===== src/rtl/bfa_pkg.sv =====
`default_nettype none
// ----------------------------------------------------------------------------
// bfa_pkg
// Shared constants and the controller/datapath command and status types.
// ----------------------------------------------------------------------------
package bfa_pkg;

    localparam int MEM_CELLS    = 1024;
    localparam int MAX_REQUESTS = 1024;
    localparam int AW           = $clog2(MEM_CELLS + 2);
    localparam int RW           = $clog2(MAX_REQUESTS + 2);
    localparam int SW           = 11;

    localparam logic [1:0] ST_OK   = 2'd0;
    localparam logic [1:0] ST_NOFIT = 2'd1;
    localparam logic [1:0] ST_FULL = 2'd2;

    localparam logic ACT_ALLOC = 1'b0;
    localparam logic ACT_FREE  = 1'b1;

    typedef struct packed {
        logic scan_start;   // clear run trackers, address 1
        logic scan_step;    // examine one cell
        logic mark_start;   // load mark address and count
        logic mark_step;    // write one cell
        logic mark_value;   // value written while marking
        logic grant_rd;     // read grant table at request index
        logic grant_wr;     // record grant
    } bfa_cmd_t;

    typedef struct packed {
        logic scan_done;
        logic mark_done;
        logic found;
        logic clear_done;   // post-reset clearing pass finished
    } bfa_stat_t;

endpackage
`default_nettype wire


===== src/rtl/bfa_ctrl.sv =====
`default_nettype none
// ----------------------------------------------------------------------------
// bfa_ctrl
// Sequencer: takes an item, runs scan/mark or the grant lookup, emits allocate results.
// ----------------------------------------------------------------------------
module bfa_ctrl
(
    input  wire                    clk,
    input  wire                    rst_n,
    input  wire                    s_axis_tvalid,
    output logic                   s_axis_tready,
    input  wire [22:0]             s_axis_tdata,
    output logic                   m_axis_tvalid,
    input  wire                    m_axis_tready,
    output logic [15:0]            m_axis_tdata,
    output bfa_pkg::bfa_cmd_t      cmd,
    input  wire bfa_pkg::bfa_stat_t stat,
    output logic [10:0]            want,
    output logic [bfa_pkg::RW-1:0] grant_idx,
    output logic                   grant_set,
    output logic                   grant_clr,
    input  wire                    grant_ok,
    input  wire [10:0]             best_start
);
    import bfa_pkg::*;

    typedef enum logic [2:0] {S_IDLE, S_SCAN, S_ALLOC, S_MARK, S_FREAD, S_FCHK,
                              S_OUT} state_t;

    state_t      state_reg;
    logic [RW-1:0] next_req_reg, idx_reg;
    logic [10:0] want_reg;
    logic        out_valid_reg;
    logic [1:0]  status_reg, out_status_reg;
    logic [10:0] addr_reg, out_addr_reg;
    logic        mval_reg;

    logic        act;
    logic [10:0] in_size, in_rn;
    logic        full, take, rn_ok, out_load;

    assign act     = s_axis_tdata[0];
    assign in_size = s_axis_tdata[11:1];
    assign in_rn   = s_axis_tdata[22:12];
    assign full    = (next_req_reg > RW'(MAX_REQUESTS));
    assign take    = s_axis_tvalid && s_axis_tready;
    assign rn_ok   = (in_rn >= 11'd1) && ({5'd0, in_rn} <= 16'(MAX_REQUESTS));
    // load the output register once the previous result has left
    assign out_load = (state_reg == S_OUT) && (!out_valid_reg || m_axis_tready);
    assign s_axis_tready = (state_reg == S_IDLE) && stat.clear_done;

    always_comb
    begin
        cmd = '0;
        cmd.mark_value = mval_reg;
        grant_set = 1'b0;
        grant_clr = 1'b0;
        grant_idx = idx_reg;
        case (state_reg)
            S_IDLE:
            begin
                grant_idx = (act == ACT_FREE) ? RW'(in_rn - 11'd1) : next_req_reg - RW'(1);
                cmd.scan_start = 1'b1;
                cmd.grant_rd   = take && act == ACT_FREE;
                grant_clr      = take && act == ACT_ALLOC && !full;
            end
            S_SCAN:  cmd.scan_step = 1'b1;
            S_ALLOC:
            begin
                cmd.mark_start = stat.found;
                cmd.grant_wr   = stat.found;
                grant_set      = stat.found;
            end
            S_FCHK:
            begin
                cmd.mark_start = grant_ok;
                grant_clr      = grant_ok;
            end
            S_MARK:  cmd.mark_step = 1'b1;
            default: ;
        endcase
    end

    always_ff @(posedge clk or negedge rst_n)
    begin
        if (!rst_n)
        begin
            state_reg      <= S_IDLE;
            next_req_reg   <= RW'(1);
            out_valid_reg  <= 1'b0;
            out_status_reg <= '0;
            out_addr_reg   <= '0;
            idx_reg        <= '0;
            mval_reg       <= 1'b0;
            want_reg       <= '0;
            status_reg     <= '0;
            addr_reg       <= '0;
        end
        else
        begin
            if (out_load)
            begin
                out_valid_reg  <= 1'b1;
                out_status_reg <= status_reg;
                out_addr_reg   <= addr_reg;
            end
            else if (m_axis_tready)
                out_valid_reg <= 1'b0;
            case (state_reg)
                S_IDLE:
                begin
                    if (take)
                    begin
                        want_reg <= in_size;
                        if (act == ACT_FREE && rn_ok)
                            idx_reg <= RW'(in_rn - 11'd1);
                        else
                            idx_reg <= next_req_reg - RW'(1);
                        if (!full)
                            next_req_reg <= next_req_reg + RW'(1);
                        if (act == ACT_FREE)
                        begin
                            mval_reg <= 1'b1;
                            if (rn_ok)
                                state_reg <= S_FREAD;
                        end
                        else
                        begin
                            mval_reg <= 1'b0;
                            if (full)
                            begin
                                status_reg <= ST_FULL;
                                addr_reg   <= '0;
                                state_reg  <= S_OUT;
                            end
                            else if (in_size == 11'd0)
                            begin
                                status_reg <= ST_NOFIT;
                                addr_reg   <= '0;
                                state_reg  <= S_OUT;
                            end
                            else
                                state_reg <= S_SCAN;
                        end
                    end
                end
                S_SCAN:  if (stat.scan_done) state_reg <= S_ALLOC;
                S_ALLOC:
                begin
                    status_reg <= stat.found ? ST_OK : ST_NOFIT;
                    addr_reg   <= stat.found ? best_start : 11'd0;
                    state_reg  <= stat.found ? S_MARK : S_OUT;
                end
                S_FREAD: state_reg <= S_FCHK;
                S_FCHK:  state_reg <= grant_ok ? S_MARK : S_IDLE;
                S_MARK:  if (stat.mark_done) state_reg <= mval_reg ? S_IDLE : S_OUT;
                S_OUT:   if (out_load) state_reg <= S_IDLE;
                default: state_reg <= S_IDLE;
            endcase
        end
    end

    assign want          = want_reg;
    assign m_axis_tvalid = out_valid_reg;
    assign m_axis_tdata  = {3'd0, out_addr_reg, out_status_reg};

endmodule
`default_nettype wire


===== config.mk =====
export PLATFORM = sky130hd
export DESIGN_NAME = bfa_ctrl
export DESIGN_NICKNAME = d
export VERILOG_FILES = /design/src/rtl/bfa_pkg.sv /design/src/rtl/bfa_ctrl.sv
export SDC_FILE = /design/constraint.sdc
export NUM_CORES = 1
export LEC_CHECK = 0
export BUFFER_PORTS_ARGS = -buffer_cell sky130_fd_sc_hd__buf_2
export CORE_MARGIN = 3
export CORE_UTILIZATION = 57
export CTS_CLUSTER_DIAMETER = 40
export CTS_CLUSTER_SIZE = 30
export DETAILED_ROUTE_END_ITERATION = 8
export GPL_TIMING_DRIVEN = 0
export PLACE_DENSITY = 0.85
export SYNTH_ARGS = -nofsm -noshare
export SYNTH_HDL_FRONTEND = slang
export SYNTH_SLANG_ARGS = --single-unit

===== constraint.sdc =====
create_clock -name clk -period 3.2 [get_ports clk]
set_input_delay 0.32 -clock clk [delete_from_list [all_inputs] [get_ports clk]]
set_output_delay 0.32 -clock clk [all_outputs]
set_load 0.01 [all_outputs]

==> flow_metrics.tcl <==
set metrics [dict create \
    status "complete, no violations" \
    grt_antenna_before_repair 0 \
    relSlewSlack_pct 46.7 \
    postRouteAntennaNets 0 \
    final.setup.tns_ns 0 \
    via_count 3179 \
    utilization_pct 71.9 \
    boundaryPins 92 \
    cts_buffer_depth 2 \
    cts_resized 0 \
    cp-endpoint "grant_idx[7]" \
    cpPeakStageDelay_ns 0.59 \
    hpwl_mm 6.46 \
    finalHoldViolCount 0 \
    finalWirelength_mm 8.94 \
    critPathRequiredTime_ns 2.88 \
    drcViolationCount 0 \
    synth_flop_cell "dfrtp_1" \
    timing.final.crit_share_pct 92.6 \
    clockRootBuffer "clkbuf_8" \
    die_w_um 84.7 \
    grt_pass1_wl_mm 14.6 \
    synth_area_um2 3530 \
    vias_per_cell 5.74 \
    r2r_slack_ns 0.89 \
    end_kind "primary output" \
    drt_iter0_markers 227 \
    critPathArrivalTime_ns 2.64 \
    finalSetupViolCount 0 \
    grt_max_degree 65 \
    cp-start-kind "flop" \
    fill_cells 467 \
    yosysSeqAreaShare_pct 45.4 \
    grt-ovfl-total 0 \
    yosysWarnings 0 \
    r2r_start "state_reg[0]" \
    power.density_nw_per_um2 742 \
    num-nets-final 522 \
    rsz0062_at_grt "false" \
    numPortBuffers 88 \
    tritoncts "done" \
    synth.avg_cell_area_um2 9.47 \
    final_max_slew_viol_count 0 \
    max-vdd-ir-drop_mv 0.412 \
    dpl_worst_slack_ns 0.699 \
    syn_inst 373 \
    maxCapViolations 0 \
    clk_pin_slew_ns 0.07 \
    max_freq_mhz 337 \
    drt_pass1_iterations 5 \
    clk-insertion-delay-late_ns 0.34 \
    power.leakage_nw 2.21 \
    worst_hold_path_type "in2async" \
    synth_cell_type_count 52 \
    antenna_cells 0 \
    min_period_ns 2.96 \
    hold_buffers 0 \
    clock_sinks 64 \
    area_growth_pct 21.3 \
    grt_pass1_vias 3080 \
    instances_no_fill 554 \
    startpoint "next_req_reg[2]" \
    synth_edf_count 0 \
    drive_gt1_share_pct 29.0 \
    dieArea_um2 7180 \
    core-area_um2 5960 \
    grt_use_total_pct 25.4 \
    critPathSlowestCell "or4_1" \
    critical_path.cell_chain "clkbuf_1, or4_1, nor4_1, xor2_1, mux2i_1, o21ai_0, buf_2" \
    synth-seq-cells 64 \
    cts_max_level 3 \
    start_util_pct 59.3 \
    worst_slack_ns 0.236 \
    critPathMaxFanout 7 \
    placed_cells 538 \
    wl_per_cell_um 16.1 \
    skew_ns 0.00725 \
    die_h_um 84.7 \
    cts_buffers 9 \
    r2r-end "next_req_reg[3]" \
    postCtsSetupRepairBufs 0 \
    crit_type "reg2out" \
    ys_async_sr_fraction_pct 100 \
    worst_pin_slew_ns 0.800 \
    row_count 28 \
    ff2ff_path_depth 7 \
    place.gp.congestion 0.912 \
]
==> worst min path at each step <==
stage | startpoint | endpoint | cells after the start | slack (ns)
floorplan | rst_n | addr_reg[0] | 0 | 0.02
global placement | want[8] | want[8] | 2 | 0.45
detailed placement | want[4] | want[4] | 2 | 0.47
CTS | s_axis_tdata[9] | want[8] | 3 | 0.18
global route | rst_n | idx_reg[5] | 1 | 0.11
finish | rst_n | idx_reg[5] | 1 | 0.06
==> through the flow <==
step	total power, mW	area, um2	hold WS (ns)
global placement	2.42	4070	0.453
floorplan	1.99	3540	0.0244
CTS	3.18	4280	0.179
global route	3.37	4280	0.110
finish	3.18	4280	0.0581
detailed placement	2.47	4070	0.467
==> area by class of cell <==
cell class | instances | area, um2 | area share, %
multi-input combinational | 277 | 1780 | 41.6
sequential | 64 | 1600 | 37.4
timing repair buffer | 88 | 443 | 10.3
clock buffer | 10 | 138 | 3.21
buffer | 25 | 123 | 2.86
tap | 75 | 93.8 | 2.19
clock inverter | 6 | 68.8 | 1.61
inverter | 9 | 33.8 | 0.789
==> layer usage <==
layer	share of wire [%]	track usage (%)	up-vias
met4	1.7	8.63	0
met3	6.2	5.89	17
li1	-	-	1490
met2	49	41.1	124
met1	44	33.7	1548
met5	0	0	-
==> worst max-delay path: cells and delay by family (launching register included) <==
kind                   cells  cell delay, ns
AND/OR/NAND/NOR            2            0.94
AO/OA/AOI/OAI              1            0.19
multiplexers               1            0.13
XOR/XNOR                   1            0.34
flip-flops                 1            0.36
buffers and inverters      2            0.34
==> placed cells by master (no fill, tap or decap), types with 5 or more instances in the layout <==
master    Yosys  final
buf_4         5      6
a22o_1       11     11
dfrtp_1      63     63
nor3_1        6      6
nand3_1      15     15
clkbuf_8      0     10
ha_1          5      5
xnor2_1      16     16
and2_1        5      5
inv_1         9      9
a21oi_1       6      6
nand2_1      72     72
nand2b_1      5      5
xor2_1       10     10
buf_2         2     89
nor4_1        5      5
nor2_1       17     17
mux2i_1      11     11
mux2_2       17     17
clkbuf_1     15     15
o21ai_0      23     23
==> synthesized netlist by cell type, types with 4 or more instances <==
cell / number / area [um2]
nand2_1: 72 / 270
dfrtp_1: 63 / 1580
o21ai_0: 23 / 115
mux2_2: 17 / 191
nor2_1: 17 / 63.8
xnor2_1: 16 / 140
clkbuf_1: 15 / 56.3
nand3_1: 15 / 75.1
a22o_1: 11 / 96.3
mux2i_1: 11 / 110
xor2_1: 10 / 87.6
inv_1: 9 / 33.8
a21oi_1: 6 / 30.0
nor3_1: 6 / 30.0
and2_1: 5 / 31.3
buf_4: 5 / 37.5
ha_1: 5 / 62.6
nand2b_1: 5 / 31.3
nor4_1: 5 / 31.3
o21ai_1: 4 / 20.0
o2bb2ai_1: 4 / 35.0
==> kinds of logic (layout without fill, tap and decap cells) <==
group                      after synthesis  in the layout  share of synthesized area, %
buffers and inverters                   34            138                          4.43
muxes                                   29             29                          8.96
AOI/OAI and AO/OA                       67             67                          12.6
and+or+nand+nor                        147            147                          20.3
xor gates and xnor gates                26             26                          6.45
other                                    1              3                         0.106
adders and majority gates                5              5                          1.77
DFF                                     64             64                          45.4
==> power by group <==
part	internal (mW)	switching, mW
combinational	0.514	0.696
clock	0.383	0.328
sequential	1.10	0.154
(Power assumes the default switching activity.)
